===== config.mk =====
export PLATFORM = sky130hd
export DESIGN_NAME = coincidence_index_key_length_core_flat
export DESIGN_NICKNAME = d
export VERILOG_FILES = /design/src/rtl/cikl_pkg.sv /design/src/rtl/cikl_if.sv /design/src/rtl/coincidence_index_key_length_core.sv /design/src/flat_wrapper.sv
export SDC_FILE = /design/constraint.sdc
export NUM_CORES = 2
export LEC_CHECK = 0
export BUFFER_PORTS_ARGS = -buffer_cell sky130_fd_sc_hd__buf_4
export CORE_MARGIN = 4
export CORE_UTILIZATION = 30
export CTS_CLUSTER_DIAMETER = 200
export CTS_CLUSTER_SIZE = 16
export DETAILED_ROUTE_END_ITERATION = 16
export GPL_TIMING_DRIVEN = 0
export PLACE_DENSITY = 0.4
export SLEW_MARGIN = 20
export SYNTH_ARGS = -nofsm -noshare
export SYNTH_HDL_FRONTEND = slang
export SYNTH_SLANG_ARGS = --single-unit

===== constraint.sdc =====
create_clock -name clk -period 9.93 [get_ports clk]
set_clock_uncertainty 0.1 [all_clocks]
set_input_delay 0.993 -clock clk [delete_from_list [all_inputs] [get_ports clk]]
set_output_delay 0.993 -clock clk [all_outputs]
set_load 0.01 [all_outputs]

===== src/rtl/cikl_pkg.sv =====
// Shared constants, tables and types for the coincidence-index key length core.
package cikl_pkg;

  localparam int unsigned LETTERS      = 26;
  localparam int unsigned LIDX_W       = 5;
  localparam int unsigned THR_CNT      = 6;
  localparam int unsigned THR_IDX_W    = 3;
  localparam logic [7:0]  FIRST_LETTER = 8'd65;
  localparam logic [7:0]  LAST_LETTER  = 8'd90;
  localparam logic [3:0]  LEN_UNKNOWN  = 4'd11;
  localparam logic [9:0]  IC_SCALE     = 10'd1000;

  typedef enum logic [4:0] {
    ST_IDLE  = 5'b00001,
    ST_DRAIN = 5'b00010,
    ST_WALK  = 5'b00100,
    ST_FLUSH = 5'b01000,
    ST_CMP   = 5'b10000
  } cikl_state_t;

  // Coincidence thresholds in thousandths, strongest first.
  function automatic logic [6:0] thr_coef(input logic [THR_IDX_W-1:0] idx);
    logic [6:0] val;
    case (idx)
      3'd0:    val = 7'd66;
      3'd1:    val = 7'd52;
      3'd2:    val = 7'd47;
      3'd3:    val = 7'd45;
      3'd4:    val = 7'd44;
      3'd5:    val = 7'd41;
      default: val = 7'd0;
    endcase
    return val;
  endfunction

  function automatic logic [3:0] thr_key_len(input logic [THR_IDX_W-1:0] idx);
    logic [3:0] val;
    case (idx)
      3'd0:    val = 4'd1;
      3'd1:    val = 4'd2;
      3'd2:    val = 4'd3;
      3'd3:    val = 4'd4;
      3'd4:    val = 4'd5;
      3'd5:    val = 4'd10;
      default: val = LEN_UNKNOWN;
    endcase
    return val;
  endfunction

endpackage


===== src/rtl/cikl_if.sv =====
// Valid/ready channel interfaces for ciphertext input and key length results.
interface cikl_in_if;
  logic       valid;
  logic       ready;
  logic [7:0] char_code;
  logic       last;

  modport source (output valid, output char_code, output last, input ready);
  modport sink (input valid, input char_code, input last, output ready);
endinterface

interface cikl_out_if;
  logic       valid;
  logic       ready;
  logic [3:0] estimated_key_length;

  modport source (output valid, output estimated_key_length, input ready);
  modport sink (input valid, input estimated_key_length, output ready);
endinterface


===== src/rtl/coincidence_index_key_length_core.sv =====
// Key length estimator from the index of coincidence over a letter-count memory.
//
//   channel   dir  fields                         beat when
//   in_chan   in   char_code[7:0], last           valid && ready
//   out_chan  out  estimated_key_length[3:0]      valid && ready
//
// One character per cycle while idle; letter counts live in a 26-entry memory,
// updated by read-modify-write with forwarding between back-to-back hits on one letter.
// After a last-flagged beat the core is busy and takes no input: a drain state,
// a walk of the memory (sum of c*(c-1), entries cleared as they pass), a pipeline
// flush, and the threshold compares in turn, strongest first.
// Reset is synchronous: counts read as zero through per-entry valid bits.
// A result waiting in the output register holds every compare step until it is taken.
module coincidence_index_key_length_core
  import cikl_pkg::*;
#(
  parameter int unsigned MAX_TEXT = 65535
) (
  input  logic           clk,
  input  logic           rst_n,
  cikl_in_if.sink        in_chan,
  cikl_out_if.source     out_chan
);

  localparam int unsigned CW   = $clog2(MAX_TEXT + 1);
  localparam int unsigned SW   = 2 * CW;
  localparam int unsigned CMPW = 2 * CW + 10;

  cikl_state_t state_r, state_nxt;

  logic [CW-1:0]   cnt_mem [LETTERS];
  logic [LETTERS-1:0] ent_vld_r, ent_vld_nxt;

  logic [CW-1:0]   len_r, len_nxt;
  logic [CW-1:0]   rdata_r;
  logic            rvld_r;
  logic [LIDX_W-1:0] rd_addr;

  logic            s1_vld_r;
  logic [LIDX_W-1:0] s1_idx_r;
  logic            fwd_hit_r;
  logic [CW-1:0]   fwd_data_r;
  logic [CW-1:0]   cur_cnt;
  logic [CW-1:0]   wr_data;

  logic [LIDX_W-1:0] walk_k_r;
  logic            w1_vld_r;
  logic [LIDX_W-1:0] w1_addr_r;
  logic [SW-1:0]   prod_r;
  logic            prod_vld_r;
  logic [SW-1:0]   sum_r;
  logic [SW-1:0]   pairs_r;
  logic [THR_IDX_W-1:0] thr_idx_r;
  logic [CW-1:0]   walk_cnt;

  logic [3:0]      out_len_r;
  logic            out_vld_r;

  logic            in_beat;
  logic            is_letter;
  logic            counted;
  logic [LIDX_W-1:0] in_idx;
  logic            load_ok;
  logic            cmp_pass;
  logic [CMPW-1:0] lhs, rhs;

  assign in_chan.ready = (state_r == ST_IDLE);
  assign in_beat       = in_chan.valid && in_chan.ready;
  assign is_letter     = (in_chan.char_code >= FIRST_LETTER) &&
                         (in_chan.char_code <= LAST_LETTER);
  assign in_idx        = LIDX_W'(in_chan.char_code - FIRST_LETTER);
  assign counted       = len_r < CW'(MAX_TEXT);

  assign out_chan.valid                = out_vld_r;
  assign out_chan.estimated_key_length = out_len_r;

  assign rd_addr  = (state_r == ST_WALK) ? walk_k_r : in_idx;
  assign cur_cnt  = fwd_hit_r ? fwd_data_r : (rvld_r ? rdata_r : '0);
  assign wr_data  = cur_cnt + CW'(1);
  assign walk_cnt = rvld_r ? rdata_r : '0;

  assign lhs      = CMPW'(sum_r) * CMPW'(IC_SCALE);
  assign rhs      = CMPW'(pairs_r) * CMPW'(thr_coef(thr_idx_r));
  assign cmp_pass = lhs >= rhs;
  assign load_ok  = !out_vld_r || out_chan.ready;

  // Count memory: one read and one write port, read data registered.
  always_ff @(posedge clk) begin
    rdata_r <= cnt_mem[rd_addr];
    if (s1_vld_r) begin
      cnt_mem[s1_idx_r] <= wr_data;
    end
  end

  always_comb begin
    ent_vld_nxt = ent_vld_r;
    if (s1_vld_r) begin
      ent_vld_nxt[s1_idx_r] = 1'b1;
    end
    if (w1_vld_r) begin
      ent_vld_nxt[w1_addr_r] = 1'b0;
    end
  end

  always_comb begin
    state_nxt = state_r;
    len_nxt   = len_r;
    unique case (state_r)
      ST_IDLE: begin
        if (in_beat) begin
          if (counted) begin
            len_nxt = len_r + CW'(1);
          end
          if (in_chan.last) begin
            state_nxt = ST_DRAIN;
          end
        end
      end
      ST_DRAIN: state_nxt = ST_WALK;
      ST_WALK: begin
        if (walk_k_r == LIDX_W'(LETTERS - 1)) begin
          state_nxt = ST_FLUSH;
        end
      end
      ST_FLUSH: begin
        if (!w1_vld_r && !prod_vld_r) begin
          state_nxt = ST_CMP;
        end
      end
      ST_CMP: begin
        if (load_ok && ((len_r < CW'(2)) || cmp_pass ||
                        (thr_idx_r == THR_IDX_W'(THR_CNT - 1)))) begin
          state_nxt = ST_IDLE;
          len_nxt   = '0;
        end
      end
      default: state_nxt = ST_IDLE;
    endcase
  end

  always_ff @(posedge clk) begin
    if (!rst_n) begin
      state_r    <= ST_IDLE;
      len_r      <= '0;
      ent_vld_r  <= '0;
      rvld_r     <= 1'b0;
      s1_vld_r   <= 1'b0;
      fwd_hit_r  <= 1'b0;
      w1_vld_r   <= 1'b0;
      prod_vld_r <= 1'b0;
      walk_k_r   <= '0;
      thr_idx_r  <= '0;
      out_vld_r  <= 1'b0;
    end else begin
      state_r   <= state_nxt;
      len_r     <= len_nxt;
      ent_vld_r <= ent_vld_nxt;
      rvld_r    <= ent_vld_r[rd_addr];

      s1_vld_r  <= in_beat && counted && is_letter;
      // Hit when the entry being read is written back at this same edge.
      fwd_hit_r <= in_beat && counted && is_letter && s1_vld_r && (s1_idx_r == in_idx);

      w1_vld_r   <= (state_r == ST_WALK);
      prod_vld_r <= w1_vld_r;

      if (state_r == ST_WALK) begin
        walk_k_r <= walk_k_r + LIDX_W'(1);
      end else begin
        walk_k_r <= '0;
      end

      if (state_r == ST_CMP) begin
        if (load_ok && !cmp_pass && (len_r >= CW'(2))) begin
          thr_idx_r <= thr_idx_r + THR_IDX_W'(1);
        end
      end else begin
        thr_idx_r <= '0;
      end

      if (out_vld_r && out_chan.ready) begin
        out_vld_r <= 1'b0;
      end
      if ((state_r == ST_CMP) && (state_nxt == ST_IDLE)) begin
        out_vld_r <= 1'b1;
      end
    end
  end

  // Payload registers.
  always_ff @(posedge clk) begin
    s1_idx_r   <= in_idx;
    fwd_data_r <= wr_data;
    w1_addr_r  <= walk_k_r;
    prod_r     <= SW'(walk_cnt) * SW'(walk_cnt - CW'(1));
    if (state_r == ST_DRAIN) begin
      sum_r   <= '0;
      pairs_r <= SW'(len_r) * SW'(len_r - CW'(1));
    end else if (prod_vld_r) begin
      sum_r <= sum_r + prod_r;
    end
    if ((state_r == ST_CMP) && (state_nxt == ST_IDLE)) begin
      if (len_r < CW'(2)) begin
        out_len_r <= LEN_UNKNOWN;
      end else if (cmp_pass) begin
        out_len_r <= thr_key_len(thr_idx_r);
      end else begin
        out_len_r <= LEN_UNKNOWN;
      end
    end
  end

endmodule


===== src/flat_wrapper.sv =====
// flat-port wrapper written by rule: the top's interface ports become plain ports
module coincidence_index_key_length_core_flat import cikl_pkg::*;
#(
  parameter int unsigned MAX_TEXT = 65535
)
  (clk, rst_n, in_chan_valid, in_chan_char_code, in_chan_last, in_chan_ready, out_chan_valid, out_chan_estimated_key_length, out_chan_ready);
  cikl_in_if in_chan_i ();
  cikl_out_if out_chan_i ();
  input  logic clk;
  input  logic rst_n;
  input wire logic [$bits(in_chan_i.valid)-1:0] in_chan_valid;
  input wire logic [$bits(in_chan_i.char_code)-1:0] in_chan_char_code;
  input wire logic [$bits(in_chan_i.last)-1:0] in_chan_last;
  output wire logic [$bits(in_chan_i.ready)-1:0] in_chan_ready;
  output wire logic [$bits(out_chan_i.valid)-1:0] out_chan_valid;
  output wire logic [$bits(out_chan_i.estimated_key_length)-1:0] out_chan_estimated_key_length;
  input wire logic [$bits(out_chan_i.ready)-1:0] out_chan_ready;
  assign in_chan_i.valid = in_chan_valid;
  assign in_chan_i.char_code = in_chan_char_code;
  assign in_chan_i.last = in_chan_last;
  assign in_chan_ready = in_chan_i.ready;
  assign out_chan_valid = out_chan_i.valid;
  assign out_chan_estimated_key_length = out_chan_i.estimated_key_length;
  assign out_chan_i.ready = out_chan_ready;
  coincidence_index_key_length_core #(.MAX_TEXT(MAX_TEXT)) u_core (.clk(clk), .rst_n(rst_n), .in_chan(in_chan_i), .out_chan(out_chan_i));
endmodule

# [Word level (Yosys, flattened, before mapping)]
# Memories as Yosys holds them, arrays and structs flattened. A register that Yosys moved wholly into a read port is not among the register bits.
# Cells that the tools add are included.
# Widths: inputs -> output; s select.
[op_classes] n_addsub=8 mul=4 div_mod_pow=0 n_lt_le_gt_ge=11 eq_ne=16 n_shift=0 muxes=27 n_bitwise=4 n_reduce_logical=28
[op_table] operator="$mux 16" n=5
[op_table] operator="$mul 16x32->32" n=2
[op_table] operator="$mux 26" n=2
[op_table] operator="$ge 42x39->1" n=1
[op_table] operator="$pmux 7 s6" n=1
[op_table] operator="$mul 32x7->39" n=1
[op_table] operator="$mul 32x7->39 const B" n=1
[op_table] operator="$sub 16x1->17 const B" n=2
[op_table] operator="$add 16x1->16 const B" n=2
[op_table] operator="$add 32x32->32" n=1
[op_table] operator="$pmux 16 s2" n=1
[op_table] operator="$mux 5" n=6
[op_table] operator="$and 26x26->26" n=1
[op_table] operator="$not 26->26" n=1
[op_table] operator="$or 26x26->26" n=1
[op_table] operator="$pmux 5 s5" n=1
[op_table] operator="$pmux 4 s6" n=1
[op_table] operator="$lt 5x6->1 const B" n=3
[op_table] operator="$ge 16x2->1 const B" n=1
[op_table] operator="$lt 16x16->1 const B" n=1
[op_table] operator="$lt 16x2->1 const B" n=1
[op_table] operator="$logic_and 1x1->1" n=14
[op_table] operator="$demux 1 s5" n=2
[op_table] operator="$eq 5x1->1 const B" n=2
[op_table] operator="26 further kinds" n=44
[totals] register_bits=187 latchBits=0 mem_bits_rw=416 mem_bits_ro=0 in_bits=13 output_inout_bits=6 wordCells=117 memories=1
[memory_table] memory="u_core.cnt_mem" words=26 width=16 read_ports=1 rd_clocked_by_memory_dff=1 write_ports=1 line_no="coincidence_index_key_length_core.sv:31" rtl="logic [CW-1:0] cnt_mem [LETTERS];"

# [Longest topological paths before layout]
[logic_depth] depth_word=12 ltp_mapped=39 depth_no_buf=36

# [Worst setup path after synthesis]
# No wires, ideal clock.
[synth_timing] kind="reg2reg" from="register u_core.rvld_r" to="register u_core.prod_r[31]" setup_time_ps=72 arrival_time_ps=8302 required_time_ps=9758 path_slack_ps=1455 path_stages_with_launch=32 path_buffers=2 synth_period_minus_slack_ps=8475 cell_sequence="dfxtp_1 > clkbuf_1 > nand2_1 > inv_1 > or3_1 > or3_1 > or3_1 > nor3_1 > nand3_1 > or3_1 > ha_1 > clkbuf_1 > nand2b_1 > fa_1 > inv_1 > fa_1 > fa_1 > inv_1 > fa_1 > fa_1 > fa_1 > inv_1 > ha_1 > a21o_1 > a21o_1 > a21oi_1 > nor2_1 > a221o_1 > or4b_1 > a31o_2 > a21oi_1 > xnor2_1"
[synth_via] elab_chain_len=3
[synth_lines] element="from (decl)" line_no="coincidence_index_key_length_core.sv:36" rtl="logic rvld_r;"
[synth_lines] element="from (signal assigned)" line_no="coincidence_index_key_length_core.sv:158" rtl="rvld_r <= ent_vld_r[rd_addr];"
[synth_lines] element="$mux 16 (*)" line_no="coincidence_index_key_length_core.sv:80" rtl="assign walk_cnt = rvld_r ? rdata_r : '0;"
[synth_lines] element="$sub 16x1->17" line_no="coincidence_index_key_length_core.sv:195" rtl="prod_r <= SW'(walk_cnt) * SW'(walk_cnt - CW'(1));"
[synth_lines] element="$mul 16x32->32 (*)" line_no="coincidence_index_key_length_core.sv:195"
[synth_lines] element="to (signal assigned)" line_no="coincidence_index_key_length_core.sv:195"
[synth_lines] element="to (decl)" line_no="coincidence_index_key_length_core.sv:49" rtl="logic [SW-1:0] prod_r;"
# Every way passes the cells marked *; elsewhere a longest branch is shown, timed or not.
# A chain may end at the register's enable or synchronous reset.

# [Worst setup path after layout]
# Ends and elaborated chain as after synthesis.

==> results.toml <==
[clock_network]
clock-root-buffer = "clkbuf_16"
numClockSinks = 616
tritoncts = "done"
clock_latency_ps = 670
cts_buffers = 45
ctsHtreeMaxLevel = 2
clockBufferDepth = 3
clk_pin_slew_ps = 90

[yosys]
ys_seq_area_share_pct = 29.5
synth_top_area_share_pct = 28.0
yosys.area.top_type = "fa_1"
netlist_area_um2 = 57100
ys_seq_elements = 616
syn_area_per_cell_um2 = 11.1
netlist_top_cells_area = "fa_1 (28%), edfxtp_1 (24%), ha_1 (8.2%), dfxtp_1 (5.8%), inv_1 (5.4%)"
synth_edf_count = 451
synthArstFlopShare_pct = 0
yosysUniqueCellTypes = 82
synthFlopType = "edfxtp_1"
yosysWarnings = 0
syn_inst = 5142

[sta]
fin_crit_ps = 9500
worst_pin_slew_ps = 1000
rsz0062_at_grt = "true"
tns_ps = 0
timing.fmax_mhz = 105
setup_viol = 0
finalCritPeriodShare_pct = 95.6
relSlewSlack_pct = 32.8
fin_ws_ps = 434
hold_ws_ps = 325
maxSlewViolCount = 0
final_hold_viol_count = 0

[die]
core-area_um2 = 189000
ios = 19
rows = 159
initial_core_util_pct = 30.3
die_w_um = 444
die_y_um = 444
dieArea_um2 = 197000

[detailed_routing]
drt-pass1-iter-count = 6
wire_per_inst_um = 20.7
vias_per_cell = 4.72
vias = 36913
drt_wl_total_mm = 162
antenna_left = 0
drcViolationCount = 0
drt_first_iter_violations = 2105

[place]
pre_cts_slack_ps = -695
place_area_um2 = 61400
place_hpwl_mm = 131
place.gp.congestion = 0.823
numPortBuffers = 18

[global_route]
gr-max-usage-layer = "met2"
grt_util_met3_pct = 1.37
grt_antenna_before_repair = 9
grt.met2_usage_pct = 26.2
grt_use_met1_pct = 25.2
overflow = 0
grt_pass1_vias = 38855
grt_pass1_wl_mm = 251
grt_max_degree = 26
grt_usage_pct = 16.6

[outcome]
status = "completed"

[cells_and_area]
fillers = 19259
fin_area_um2 = 63000
drive_gt1_share_pct = 9.92
multi_input_area_um2 = 37200
area_growth_pct = 10.3
seq_area_um2 = 16800
final_nets = 6477

[setup_path]
cp-start-kind = "register"
critPathMaxStageDelay_ps = 570
critPathCaptureType = "register"
crit_path_top_delay_cell = "fa_1"
critPathMaxFanout = 11
cp.required_ps = 10430
path_class = "register to register"
cpMostUsedCell = "fa_1"
cp.arrival_ps = 10000

[power]
power.internal_mw = 6.04
combinationalPowerShare_pct = 51.0
p_leak_nw = 26.5
swShare_pct = 39.5
peakVddDrop_mv = 0.220
power_density_nw_per_um2 = 158
clockPowerShare_pct = 18.6
power.switching_mw = 3.94
p_total_mw = 9.98
pwr-share-seq_pct = 30.4

[flow_run]
maxCapViolCount = 0

[worst_hold_path]
worstHoldPathType = "register to register"
[kinds of logic after synthesis]
logic type | after synthesis | share of synthesized area (%)
flops | 616 | 29.5
fa+ha+maj | 1175 | 36.2
mux | 152 | 4.94
xor+xnor | 190 | 2.91
compound gates | 566 | 6.60
buf+inv | 1008 | 6.66
other cells | 2 | 0.0131
simple gates | 1433 | 13.2
[registers in the layout, indices dropped and copies added (netlist names), 16 cells and up]
| name | count |
|---|---|
| u_core.cnt_mem | 416 |
| u_core.pairs_r | 31 |
| u_core.prod_r | 31 |
| u_core.sum_r | 31 |
| u_core.ent_vld_r | 26 |
| u_core.fwd_data_r | 16 |
| u_core.len_r | 16 |
| u_core.rdata_r | 16 |
[power by group through the flow]
stage	sequential (mW)	combinational, mW	clock [mW]
floorplan	3.06	3.85	0
global placement	3.10	5.10	0
detailed placement	3.09	5.13	0
CTS	3.04	5.16	1.94
global route	3.05	5.84	2.04
finish	3.03	5.08	1.86
[cells in the final DEF, fill, tap and decap left out, types with 49 or more instances in the layout]
cell,n
inv_1,823
fa_1,799
edfxtp_1,451
ha_1,367
nand2_1,298
nand2b_1,232
nor2_1,219
and2_1,182
dfxtp_1,164
clkbuf_1,153
or2_2,130
a21oi_1,120
xnor2_1,114
o21ai_0,109
mux4_2,102
nor2b_1,87
nand3_1,79
xor2_1,62
a21o_1,61
conb_1,49
[critical path, delay by kind of cell (launching register included)]
kind,cells,cell delay [ps]
AO/OA/AOI/OAI,5,1140
flip-flops,1,320
adder cells (fa/ha/maj),9,4110
buffers and inverters,8,990
XOR/XNOR,1,130
AND/OR/NAND/NOR,9,2610
[per-stage QoR]
stage / utilization [%] / instances
2_1_floorplan: - / 5189
3_3_place_gp: 32.1 / 7702
3_5_place_dp: 32.5 / 7742
4_1_cts: 33.3 / 7819
5_1_grt: 33.4 / 7818
6_report: 33.4 / 7824
[worst paths after layout]
path | from | end | slack [ps] | cells after the start
worst max-delay path | u_core.rvld_r | u_core.prod_r[31] | 430 | 32
worst min register to register | u_core.walk_k_r[1] | u_core.w1_addr_r[1] | 320 | 0
worst max register to register | u_core.rvld_r | u_core.prod_r[31] | 430 | 32
worst min-delay path | u_core.walk_k_r[1] | u_core.w1_addr_r[1] | 320 | 0
[cell usage after synthesis, drive strengths merged, types with 32 or more instances]
cell / n
dfxtp: 165
a21o: 62
mux4: 102
fa: 799
ha: 376
mux2i: 32
xor2: 63
or2: 132
a21oi: 134
nor3: 46
and2: 182
inv: 823
nand3: 79
edfxtp: 451
nor2: 246
nor2b: 87
clkbuf: 156
nand2b: 233
or3: 32
xnor2: 127
o211ai: 35
o21a: 34
nand2: 302
o21ai: 127
[routing by layer]
metal,up-vias,routed length [µm],share of wire [%]
met4,0,2520,1.6
met2,539,73800,46
met5,-,0,0
li1,17114,-,-
met3,111,4950,3.1
met1,19149,80800,50
[layout make-up]
type                       count  area share [%]
clock buffer                  74            1.98
multi-input combinational   3565            59.0
inverter                     824            4.91
clock inverter                 6           0.171
antenna                        7          0.0278
sequential                   616            26.7
timing repair buffer          63            1.11
buffer                       174            1.15
tap                         2495            4.95
[repair_timing]
item,4_1_cts,5_1_grt
setup buffers,1,4
hold buffers,0,0
pin swaps,3,16
endpoints found under the setup margin,46,43
hold endpoints to repair,0,0
gates resized for setup,25,74
Note: power is estimated with default switching activity, not from simulation.
